[src/sv/rgba_ab_pkg.sv]
`default_nettype none

package rgba_ab_pkg;

    // pixel layout: red 63:48, green 47:32, blue 31:16, alpha 15:0
    localparam int CHAN_W   = 16;
    localparam int PIX_W    = 64;
    localparam int COLOR_CH = 3;
    localparam int PROD_W   = 2 * CHAN_W;
    localparam int SUM_W    = PROD_W + 1;
    localparam int CFG_W    = 5;

    localparam logic [CHAN_W-1:0] ALPHA_FULL  = 16'hFFFF;
    localparam logic [CHAN_W-1:0] ALPHA_ZERO  = 16'h0000;
    localparam logic [SUM_W-1:0]  ROUND_HALF  = 33'h0_0000_8000;
    localparam logic [CFG_W-1:0]  DEPTH_10    = 5'd10;
    localparam logic [CFG_W-1:0]  DEPTH_12    = 5'd12;
    localparam logic [CFG_W-1:0]  DEPTH_RESET = 5'd16;

    // control that travels with each pipeline word
    typedef struct packed {
        logic valid;
        logic pass;
    } t_ctl;

    // products of one blended word
    typedef struct packed {
        logic [COLOR_CH-1:0][PROD_W-1:0] src_a;
        logic [COLOR_CH-1:0][PROD_W-1:0] dst_inv;
        logic [PROD_W-1:0]               da_inv;
    } t_prod;

endpackage

`default_nettype wire

[src/sv/rgba_ab_mul.sv]
`default_nettype none

module rgba_ab_mul (
    input  wire                                logic i_clk,
    input  wire                                logic i_rst_n,
    input  wire  rgba_ab_pkg::t_ctl                  i_ctl,
    input  wire  logic [rgba_ab_pkg::PIX_W-1:0]      i_dst,
    input  wire  logic [rgba_ab_pkg::PIX_W-1:0]      i_src,
    input  wire  logic [rgba_ab_pkg::PIX_W-1:0]      i_pass_pix,
    output rgba_ab_pkg::t_ctl                        o_ctl,
    output rgba_ab_pkg::t_prod                       o_prod,
    output logic [rgba_ab_pkg::CHAN_W-1:0]           o_alpha,
    output logic [rgba_ab_pkg::PIX_W-1:0]            o_pass_pix
);

    localparam int CW = rgba_ab_pkg::CHAN_W;
    localparam int PW = rgba_ab_pkg::PROD_W;

    logic [CW-1:0]        alpha;
    logic [CW-1:0]        inv;
    rgba_ab_pkg::t_prod   n_prod;
    rgba_ab_pkg::t_prod   r_prod;
    rgba_ab_pkg::t_ctl    r_ctl;
    logic [CW-1:0]        r_alpha;
    logic [rgba_ab_pkg::PIX_W-1:0] r_pass_pix;

    assign alpha = i_src[CW-1:0];
    assign inv   = rgba_ab_pkg::ALPHA_FULL - alpha;

    // one 16x16 multiply per term, color lanes side by side
    always_comb begin
        for (int i = 0; i < rgba_ab_pkg::COLOR_CH; i++) begin
            n_prod.src_a[i]   = PW'(i_src[(i+1)*CW +: CW]) * PW'(alpha);
            n_prod.dst_inv[i] = PW'(i_dst[(i+1)*CW +: CW]) * PW'(inv);
        end
        n_prod.da_inv = PW'(i_dst[CW-1:0]) * PW'(inv);
    end

    // control word, valid and pass bits
    always_ff @(posedge i_clk) begin
        if (!i_rst_n) begin
            r_ctl <= '0;
        end else begin
            r_ctl <= i_ctl;
        end
    end

    // payload
    always_ff @(posedge i_clk) begin
        r_prod       <= n_prod;
        r_alpha      <= alpha;
        r_pass_pix   <= i_pass_pix;
    end

    assign o_ctl      = r_ctl;
    assign o_prod     = r_prod;
    assign o_alpha    = r_alpha;
    assign o_pass_pix = r_pass_pix;

endmodule

`default_nettype wire

[src/sv/rgba_ab_mix.sv]
`default_nettype none

module rgba_ab_mix (
    input  wire                                logic i_clk,
    input  wire                                logic i_rst_n,
    input  wire  logic [rgba_ab_pkg::CFG_W-1:0]      i_channel_bits,
    input  wire  rgba_ab_pkg::t_ctl                  i_ctl,
    input  wire  rgba_ab_pkg::t_prod                 i_prod,
    input  wire  logic [rgba_ab_pkg::CHAN_W-1:0]     i_alpha,
    input  wire  logic [rgba_ab_pkg::PIX_W-1:0]      i_pass_pix,
    output logic                                     o_done,
    output logic [rgba_ab_pkg::PIX_W-1:0]            o_out_pixel
);

    localparam int CW = rgba_ab_pkg::CHAN_W;
    localparam int SW = rgba_ab_pkg::SUM_W;

    logic [CW-1:0]                 mask;
    logic [SW-1:0]                 sum;
    logic [SW-1:0]                 asum;
    logic [rgba_ab_pkg::PIX_W-1:0] blend;
    logic [rgba_ab_pkg::PIX_W-1:0] n_out_pixel;
    logic [rgba_ab_pkg::PIX_W-1:0] r_out_pixel;
    logic                          r_done;

    // depth mask for blended channels
    always_comb begin
        if (i_channel_bits == rgba_ab_pkg::DEPTH_10) begin
            mask = 16'h03FF;
        end else if (i_channel_bits == rgba_ab_pkg::DEPTH_12) begin
            mask = 16'h0FFF;
        end else begin
            mask = 16'hFFFF;
        end
    end

    // rounded sums, alpha accumulate, mask, pass select
    always_comb begin
        sum   = '0;
        blend = '0;
        for (int i = 0; i < rgba_ab_pkg::COLOR_CH; i++) begin
            sum = SW'(i_prod.src_a[i]) + SW'(i_prod.dst_inv[i]) + rgba_ab_pkg::ROUND_HALF;
            blend[(i+1)*CW +: CW] = sum[2*CW-1:CW] & mask;
        end
        asum = SW'(i_prod.da_inv) + rgba_ab_pkg::ROUND_HALF;
        blend[CW-1:0] = (i_alpha + asum[2*CW-1:CW]) & mask;
        n_out_pixel = i_ctl.pass ? i_pass_pix : blend;
    end

    // result strobe
    always_ff @(posedge i_clk) begin
        if (!i_rst_n) begin
            r_done <= 1'b0;
        end else begin
            r_done <= i_ctl.valid;
        end
    end

    // result word
    always_ff @(posedge i_clk) begin
        r_out_pixel <= n_out_pixel;
    end

    assign o_done      = r_done;
    assign o_out_pixel = r_out_pixel;

endmodule

`default_nettype wire

[src/sv/rgba16_alpha_blend.sv]
// Source-over blender for 64-bit pixels with 16-bit channels (red 63:48,
// green 47:32, blue 31:16, alpha 15:0). A pixel pair is taken on every
// clock where i_start is high; o_busy is always low. Each result appears
// on o_out_pixel with o_done high for one cycle, once the pair has passed
// the three-stage pipeline (input register, multiply register, sum and mask
// register), which sustains one pixel per clock. Results
// cannot be held off by the receiver. A source alpha of 0 passes the
// destination and 0xFFFF passes the source unchanged; otherwise a depth of
// 10 or 12 in channel_bits masks every blended channel to that many bits.
// channel_bits is written through the cfg channel, which is always ready.
`default_nettype none

module rgba16_alpha_blend (
    input  wire logic                              i_clk,
    input  wire logic                              i_rst_n,
    input  wire logic                              i_start,
    output logic                                   o_busy,
    input  wire logic [rgba_ab_pkg::PIX_W-1:0]     i_dst_pixel,
    input  wire logic [rgba_ab_pkg::PIX_W-1:0]     i_src_pixel,
    output logic                                   o_done,
    output logic [rgba_ab_pkg::PIX_W-1:0]          o_out_pixel,
    input  wire logic                              i_cfg_valid,
    output logic                                   o_cfg_ready,
    input  wire logic [rgba_ab_pkg::CFG_W-1:0]     i_cfg_data
);

    localparam int CW = rgba_ab_pkg::CHAN_W;
    localparam int PXW = rgba_ab_pkg::PIX_W;

    logic [rgba_ab_pkg::CFG_W-1:0] r_channel_bits;
    rgba_ab_pkg::t_ctl             r_s1_ctl;
    logic [PXW-1:0]                r_s1_dst;
    logic [PXW-1:0]                r_s1_src;
    logic [PXW-1:0]                r_s1_pass_pix;
    logic [PXW-1:0]                n_s1_pass_pix;
    logic                          n_s1_pass;
    logic [CW-1:0]                 src_alpha;
    rgba_ab_pkg::t_ctl             s2_ctl;
    rgba_ab_pkg::t_prod            s2_prod;
    logic [CW-1:0]                 s2_alpha;
    logic [PXW-1:0]                s2_pass_pix;

    assign o_busy      = 1'b0;
    assign o_cfg_ready = 1'b1;

    // depth register
    always_ff @(posedge i_clk) begin
        if (!i_rst_n) begin
            r_channel_bits <= rgba_ab_pkg::DEPTH_RESET;
        end else if (i_cfg_valid && o_cfg_ready) begin
            r_channel_bits <= i_cfg_data;
        end
    end

    // pass-through decode on the source alpha
    assign src_alpha = i_src_pixel[CW-1:0];
    always_comb begin
        n_s1_pass     = 1'b1;
        n_s1_pass_pix = i_src_pixel;
        if (src_alpha == rgba_ab_pkg::ALPHA_ZERO) begin
            n_s1_pass_pix = i_dst_pixel;
        end else if (src_alpha != rgba_ab_pkg::ALPHA_FULL) begin
            n_s1_pass = 1'b0;
        end
    end

    // input stage control, valid and pass
    always_ff @(posedge i_clk) begin
        if (!i_rst_n) begin
            r_s1_ctl <= '0;
        end else begin
            r_s1_ctl.valid <= i_start && !o_busy;
            r_s1_ctl.pass  <= n_s1_pass;
        end
    end

    // input stage word
    always_ff @(posedge i_clk) begin
        r_s1_dst      <= i_dst_pixel;
        r_s1_src      <= i_src_pixel;
        r_s1_pass_pix <= n_s1_pass_pix;
    end

    rgba_ab_mul u_mul (
        .i_clk      (i_clk),
        .i_rst_n    (i_rst_n),
        .i_ctl      (r_s1_ctl),
        .i_dst      (r_s1_dst),
        .i_src      (r_s1_src),
        .i_pass_pix (r_s1_pass_pix),
        .o_ctl      (s2_ctl),
        .o_prod     (s2_prod),
        .o_alpha    (s2_alpha),
        .o_pass_pix (s2_pass_pix)
    );

    rgba_ab_mix u_mix (
        .i_clk          (i_clk),
        .i_rst_n        (i_rst_n),
        .i_channel_bits (r_channel_bits),
        .i_ctl          (s2_ctl),
        .i_prod         (s2_prod),
        .i_alpha        (s2_alpha),
        .i_pass_pix     (s2_pass_pix),
        .o_done         (o_done),
        .o_out_pixel    (o_out_pixel)
    );

endmodule

`default_nettype wire

[config.mk]
export PLATFORM = sky130hd
export DESIGN_NAME = rgba16_alpha_blend
export DESIGN_NICKNAME = d
export VERILOG_FILES = /design/src/sv/rgba_ab_pkg.sv /design/src/sv/rgba_ab_mul.sv /design/src/sv/rgba_ab_mix.sv /design/src/sv/rgba16_alpha_blend.sv
export SDC_FILE = /design/constraint.sdc
export NUM_CORES = 2
export LEC_CHECK = 0
export BUFFER_PORTS_ARGS = -buffer_cell sky130_fd_sc_hd__buf_4
export CAP_MARGIN = 20
export CELL_PAD_IN_SITES_DETAIL_PLACEMENT = 0
export CELL_PAD_IN_SITES_GLOBAL_PLACEMENT = 1
export CORE_ASPECT_RATIO = 0.7
export CORE_MARGIN = 10
export CORE_UTILIZATION = 45
export CTS_BUF_LIST = sky130_fd_sc_hd__clkbuf_16
export CTS_CLUSTER_DIAMETER = 80
export DETAILED_ROUTE_END_ITERATION = 8
export PLACE_DENSITY_LB_ADDON = 0.1
export SETUP_SLACK_MARGIN = 0.05
export SLEW_MARGIN = 20
export SYNTH_ARGS = -nofsm -noshare
export SYNTH_HDL_FRONTEND = slang
export SYNTH_SLANG_ARGS = --single-unit
[constraint.sdc]
create_clock -name i_clk -period 7.8 [get_ports i_clk]
set_input_delay 1.56 -clock i_clk [delete_from_list [all_inputs] [get_ports i_clk]]
set_output_delay 1.56 -clock i_clk [all_outputs]
set_load 0.02 [all_outputs]
==> flow_results.xml <==
<?xml version="1.0" encoding="UTF-8"?>
<metrics>
  <group name="run_status">
    <metric name="run_status" unit="">completed</metric>
  </group>
  <group name="grt">
    <metric name="groute.layer.met3.usage" unit="%">3.87</metric>
    <metric name="busiest_layer" unit="">met1</metric>
    <metric name="grt_pass1_vias" unit="">57100</metric>
    <metric name="grt_first_pass_wirelength" unit="um">347000</metric>
    <metric name="grt_use_met2" unit="%">35.2</metric>
    <metric name="groute.layer.met1.usage" unit="%">36.3</metric>
    <metric name="antenna_found_initial" unit="">12</metric>
    <metric name="maximum_number_of_pins_on_one_net_before_global_route_repair" unit="">63</metric>
    <metric name="grt_overflow" unit="">0</metric>
    <metric name="groute.usage.overall" unit="%">23.6</metric>
  </group>
  <group name="timing">
    <metric name="timing_hold_violations_final" unit="">0</metric>
    <metric name="clock_skew" unit="ps">43.5</metric>
    <metric name="max_slew_violation_count" unit="">0</metric>
    <metric name="ratio_of_final_minimum_period_to_clock_period" unit="%">94.1</metric>
    <metric name="highest_achievable_clock_rate" unit="MHz">136</metric>
    <metric name="tightestPinTransition" unit="ps">1110</metric>
    <metric name="timing.final.setup_violations" unit="">0</metric>
    <metric name="fin_worst_hold_slack" unit="ps">321</metric>
    <metric name="setup-tns-final" unit="ps">0</metric>
    <metric name="rsz0062_at_grt" unit="">false</metric>
    <metric name="final.min_clock_period" unit="ps">7340</metric>
    <metric name="maxSlewHeadroom" unit="%">26.2</metric>
  </group>
  <group name="routing">
    <metric name="detail_route.drc_violations" unit="">0</metric>
    <metric name="detail_route.first_pass.iterations" unit="">6</metric>
    <metric name="wl_per_cell" unit="um">21.0</metric>
    <metric name="final_antenna_net_count" unit="">0</metric>
    <metric name="wl" unit="um">219000</metric>
    <metric name="dr_total_vias" unit="">53300</metric>
    <metric name="via_per_inst" unit="">5.10</metric>
    <metric name="initialDrtViolationCount" unit="">3248</metric>
  </group>
  <group name="synth">
    <metric name="synthArstFlopShare" unit="%">0</metric>
    <metric name="synth_top_family_by_area" unit="">adder cells</metric>
    <metric name="synthAdderAreaFrac" unit="%">50.2</metric>
    <metric name="number_of_synthesized_flops_with_an_enable_pin" unit="">0</metric>
    <metric name="synth_seq_area_share" unit="%">14.4</metric>
    <metric name="yosys.area_share.simple" unit="%">16.3</metric>
    <metric name="syn_area_per_cell" unit="um^2">9.56</metric>
    <metric name="ys_ff_latch" unit="">555</metric>
    <metric name="postSynth.topFlopCell" unit="">sky130_fd_sc_hd__dfxtp_1</metric>
    <metric name="post_synth_xor_area_fraction" unit="%">2.89</metric>
    <metric name="yosys-mux-area-fraction" unit="%">0.852</metric>
    <metric name="synth_fp_nets" unit="">10500</metric>
    <metric name="postSynthCellCount" unit="">8060</metric>
    <metric name="syn-cell-area" unit="um^2">77100</metric>
    <metric name="yosysWarningCount" unit="">0</metric>
    <metric name="synth-compound-area-share" unit="%">5.85</metric>
    <metric name="synth_unique_cells" unit="">88</metric>
  </group>
  <group name="critical_path">
    <metric name="setup.worst_path.class" unit="">reg2reg</metric>
    <metric name="worst_setup_path_end_kind" unit="">register</metric>
    <metric name="critPathRequiredTime" unit="ps">8430</metric>
    <metric name="regToRegStartpoint" unit="">r_s1_src[1]$_DFF_P_</metric>
    <metric name="worstSetupStartpointType" unit="">register</metric>
    <metric name="cp_data_arrival_time" unit="ps">7980</metric>
    <metric name="critPathMaxFanout" unit="">55</metric>
    <metric name="rr_worst_depth" unit="">21</metric>
    <metric name="timing.reg2reg.setup_slack" unit="ps">460</metric>
    <metric name="crit-reg2reg-capture" unit="">u_mul.o_prod[62]$_DFF_P_</metric>
  </group>
  <group name="floorplanning">
    <metric name="initial_utilization" unit="%">45.5</metric>
    <metric name="die-area" unit="um^2">188000</metric>
    <metric name="die_w" unit="um">515</metric>
    <metric name="ioPinCount" unit="">204</metric>
    <metric name="coreArea" unit="um^2">169000</metric>
    <metric name="rows" unit="">126</metric>
    <metric name="chipHeight" unit="um">366</metric>
  </group>
  <group name="hold_path">
    <metric name="hold-path-endpoint" unit="">u_mul.o_pass_pix[56]$_DFF_P_</metric>
    <metric name="holdPathStages" unit="">0</metric>
    <metric name="timing.hold.worst.start" unit="">r_s1_pass_pix[56]$_DFF_P_</metric>
    <metric name="hold_path_class" unit="">reg2reg</metric>
  </group>
  <group name="place">
    <metric name="dp.cells" unit="">10300</metric>
    <metric name="globalplace.congestion" unit="">0.848</metric>
    <metric name="placed_area" unit="um^2">81500</metric>
    <metric name="place.port_buffers" unit="">201</metric>
    <metric name="detailedPlacementHpwl" unit="um">173000</metric>
  </group>
  <group name="flow_run">
    <metric name="max_cap_violations" unit="">0</metric>
  </group>
  <group name="clock_network">
    <metric name="post_cts_resize_count" unit="">0</metric>
    <metric name="cts_tree" unit="">done</metric>
    <metric name="total_clock_sinks" unit="">555</metric>
    <metric name="cts_setup_buffers" unit="">0</metric>
    <metric name="cts_hold_repair.buffers" unit="">0</metric>
    <metric name="numCtsBuffers" unit="">66</metric>
    <metric name="htreeDepth" unit="">3</metric>
    <metric name="clock_pin_slew_of_the_registers_on_the_worst_case_setup_and_hold_paths" unit="ps">70</metric>
    <metric name="clockRootBuffer" unit="">sky130_fd_sc_hd__clkbuf_16</metric>
    <metric name="cts-root-to-sink-buffers" unit="">3</metric>
    <metric name="insertion_delay" unit="ps">720</metric>
  </group>
  <group name="finish">
    <metric name="final.fill_count" unit="">16200</metric>
    <metric name="final_cells" unit="">10400</metric>
    <metric name="area_growth_syn_to_layout" unit="%">8.55</metric>
    <metric name="nets" unit="">10600</metric>
    <metric name="drive_gt1_share" unit="%">6.87</metric>
    <metric name="layout.cell_area.non_filler" unit="um^2">83700</metric>
  </group>
</metrics>
placed cells by master, fill, tap and decap left out, types with 17 or more instances in the layout:
cell type / instances
sky130_fd_sc_hd__o31ai_1: 20
sky130_fd_sc_hd__dfxtp_4: 17
sky130_fd_sc_hd__nand3_1: 40
sky130_fd_sc_hd__mux2_2: 53
sky130_fd_sc_hd__o21ai_0: 111
sky130_fd_sc_hd__dfxtp_1: 538
sky130_fd_sc_hd__xnor2_1: 187
sky130_fd_sc_hd__nand4_1: 27
sky130_fd_sc_hd__nor3_1: 34
sky130_fd_sc_hd__a31oi_1: 21
sky130_fd_sc_hd__a21o_1: 124
sky130_fd_sc_hd__a211oi_1: 22
sky130_fd_sc_hd__buf_4: 335
sky130_fd_sc_hd__o21a_1: 33
sky130_fd_sc_hd__inv_1: 1615
sky130_fd_sc_hd__a21oi_1: 182
sky130_fd_sc_hd__o21bai_1: 23
sky130_fd_sc_hd__fa_1: 1358
sky130_fd_sc_hd__nor2_1: 140
sky130_fd_sc_hd__clkbuf_16: 66
sky130_fd_sc_hd__and3_1: 18
sky130_fd_sc_hd__nand2b_1: 588
sky130_fd_sc_hd__xor2_1: 67
sky130_fd_sc_hd__and2_1: 344
sky130_fd_sc_hd__nor2b_1: 485
sky130_fd_sc_hd__ha_1: 918
sky130_fd_sc_hd__nand2_1: 569
sky130_fd_sc_hd__a22o_1: 22
layout make-up:
type | count | area (um^2) | share of cell area [%]
clock inverter | 53 | 539 | 0.645
timing repair buffer | 347 | 2760 | 3.29
antenna | 4 | 10.0 | 0.0120
sequential | 555 | 11200 | 13.4
tap | 2240 | 2800 | 3.35
inverter | 1608 | 6040 | 7.22
multi-input combinational | 5563 | 58700 | 70.2
clock buffer | 66 | 1650 | 1.97
sequential cells by signal, indices dropped and copies added (netlist names):
| name | cells |
|---|---|
| u_mix.o_done | 1 |
| r_s1_src | 64 |
| u_mul.o_prod | 209 |
| r_s1_ctl | 2 |
| u_mul.o_alpha | 16 |
| u_mul.o_ctl | 2 |
| u_mul.o_pass_pix | 64 |
| r_s1_dst | 64 |
| u_mix.o_out_pixel | 64 |
| r_s1_pass_pix | 64 |
| r_channel_bits | 5 |
cells in the mapped netlist (9+ instances only):
library cell	number	share of area, %
sky130_fd_sc_hd__buf_1	27	0.13
sky130_fd_sc_hd__dfxtp_1	555	14
sky130_fd_sc_hd__o21bai_1	23	0.22
sky130_fd_sc_hd__o21ai_1	13	0.084
sky130_fd_sc_hd__a211oi_1	22	0.21
sky130_fd_sc_hd__xnor2_1	187	2.1
sky130_fd_sc_hd__nor2_1	140	0.68
sky130_fd_sc_hd__and2_1	344	2.8
sky130_fd_sc_hd__nor2b_1	485	3.9
sky130_fd_sc_hd__nor4_1	10	0.081
sky130_fd_sc_hd__o21ai_0	111	0.72
sky130_fd_sc_hd__nor3_1	34	0.22
sky130_fd_sc_hd__fa_1	1358	35
sky130_fd_sc_hd__nand2_1	569	2.8
sky130_fd_sc_hd__ha_1	918	15
sky130_fd_sc_hd__inv_1	1608	7.8
sky130_fd_sc_hd__a21o_1	124	1.2
sky130_fd_sc_hd__and3_1	18	0.15
sky130_fd_sc_hd__o21a_1	33	0.32
sky130_fd_sc_hd__xor2_1	67	0.76
sky130_fd_sc_hd__nand4_1	27	0.22
sky130_fd_sc_hd__and4_1	9	0.10
sky130_fd_sc_hd__clkbuf_1	305	1.5
sky130_fd_sc_hd__a31oi_1	22	0.18
sky130_fd_sc_hd__a22o_1	22	0.25
sky130_fd_sc_hd__o31ai_1	20	0.19
sky130_fd_sc_hd__nand2b_1	588	4.8
sky130_fd_sc_hd__a21oi_1	183	1.2
sky130_fd_sc_hd__nand3_1	40	0.26
sky130_fd_sc_hd__or3_1	15	0.12
sky130_fd_sc_hd__mux2_2	53	0.77
per-layer routing:
layer	wire [um]	vias to the layer above	part of all wire (%)
met3	13000	167	5.9
met2	92900	1296	42
li1	-	24700	-
met4	3270	2	1.5
met1	110000	27100	50
met5	13	-	0.0059
worst max-delay path: stages (launching register included):
cell and delay (ps):
sky130_fd_sc_hd__dfxtp_4 780, sky130_fd_sc_hd__buf_12 390, sky130_fd_sc_hd__nand2b_1 190, sky130_fd_sc_hd__fa_1 440
sky130_fd_sc_hd__fa_1 540, sky130_fd_sc_hd__inv_1 40, sky130_fd_sc_hd__ha_1 170, sky130_fd_sc_hd__inv_1 70
sky130_fd_sc_hd__fa_1 430, sky130_fd_sc_hd__fa_1 500, sky130_fd_sc_hd__fa_1 490, sky130_fd_sc_hd__inv_1 40
sky130_fd_sc_hd__ha_1 320, sky130_fd_sc_hd__a2111oi_0 480, sky130_fd_sc_hd__o21ai_0 250, sky130_fd_sc_hd__and3_1 280
sky130_fd_sc_hd__o41ai_2 540, sky130_fd_sc_hd__o31ai_1 350, sky130_fd_sc_hd__a211oi_1 440, sky130_fd_sc_hd__o31ai_1 130
sky130_fd_sc_hd__a21oi_1 190, sky130_fd_sc_hd__xnor2_1 130
how the worst max path moves through the flow:
| stage | slack [ps] | start | to |
|---|---|---|---|
| 6_report | 460 | r_s1_src[1]$_DFF_P_ | u_mul.o_prod[62]$_DFF_P_ |
| 5_1_grt | 180 | r_s1_src[1]$_DFF_P_ | u_mul.o_prod[62]$_DFF_P_ |
| 4_1_cts | 550 | r_s1_src[1]$_DFF_P_ | u_mul.o_prod[62]$_DFF_P_ |
| 3_5_place_dp | 640 | r_s1_src[1]$_DFF_P_ | u_mul.o_prod[62]$_DFF_P_ |
| 3_3_place_gp | 800 | r_s1_src[1]$_DFF_P_ | u_mul.o_prod[62]$_DFF_P_ |
| 2_1_floorplan | 1490 | r_s1_src[1]$_DFF_P_ | u_mul.o_prod[185]$_DFF_P_ |
cell families after synthesis:
family / Yosys count
simple gates: 2301
buf+inv: 1942
compound gates: 671
xor+xnor: 254
mux: 59
other cells: 2
flops: 555
fa+ha+maj: 2276
metrics by stage:
step           setup slack (ps)  util (%)
2_1_floorplan              1490         -
3_3_place_gp                801      48.1
3_5_place_dp                637      48.1
4_1_cts                     554      49.4
5_1_grt                     175      49.4
6_report                    458      49.4
Power is left out: the tool's default activity adds up to more than one toggle a clock period on the data nets, which glitch-free logic cannot reach.
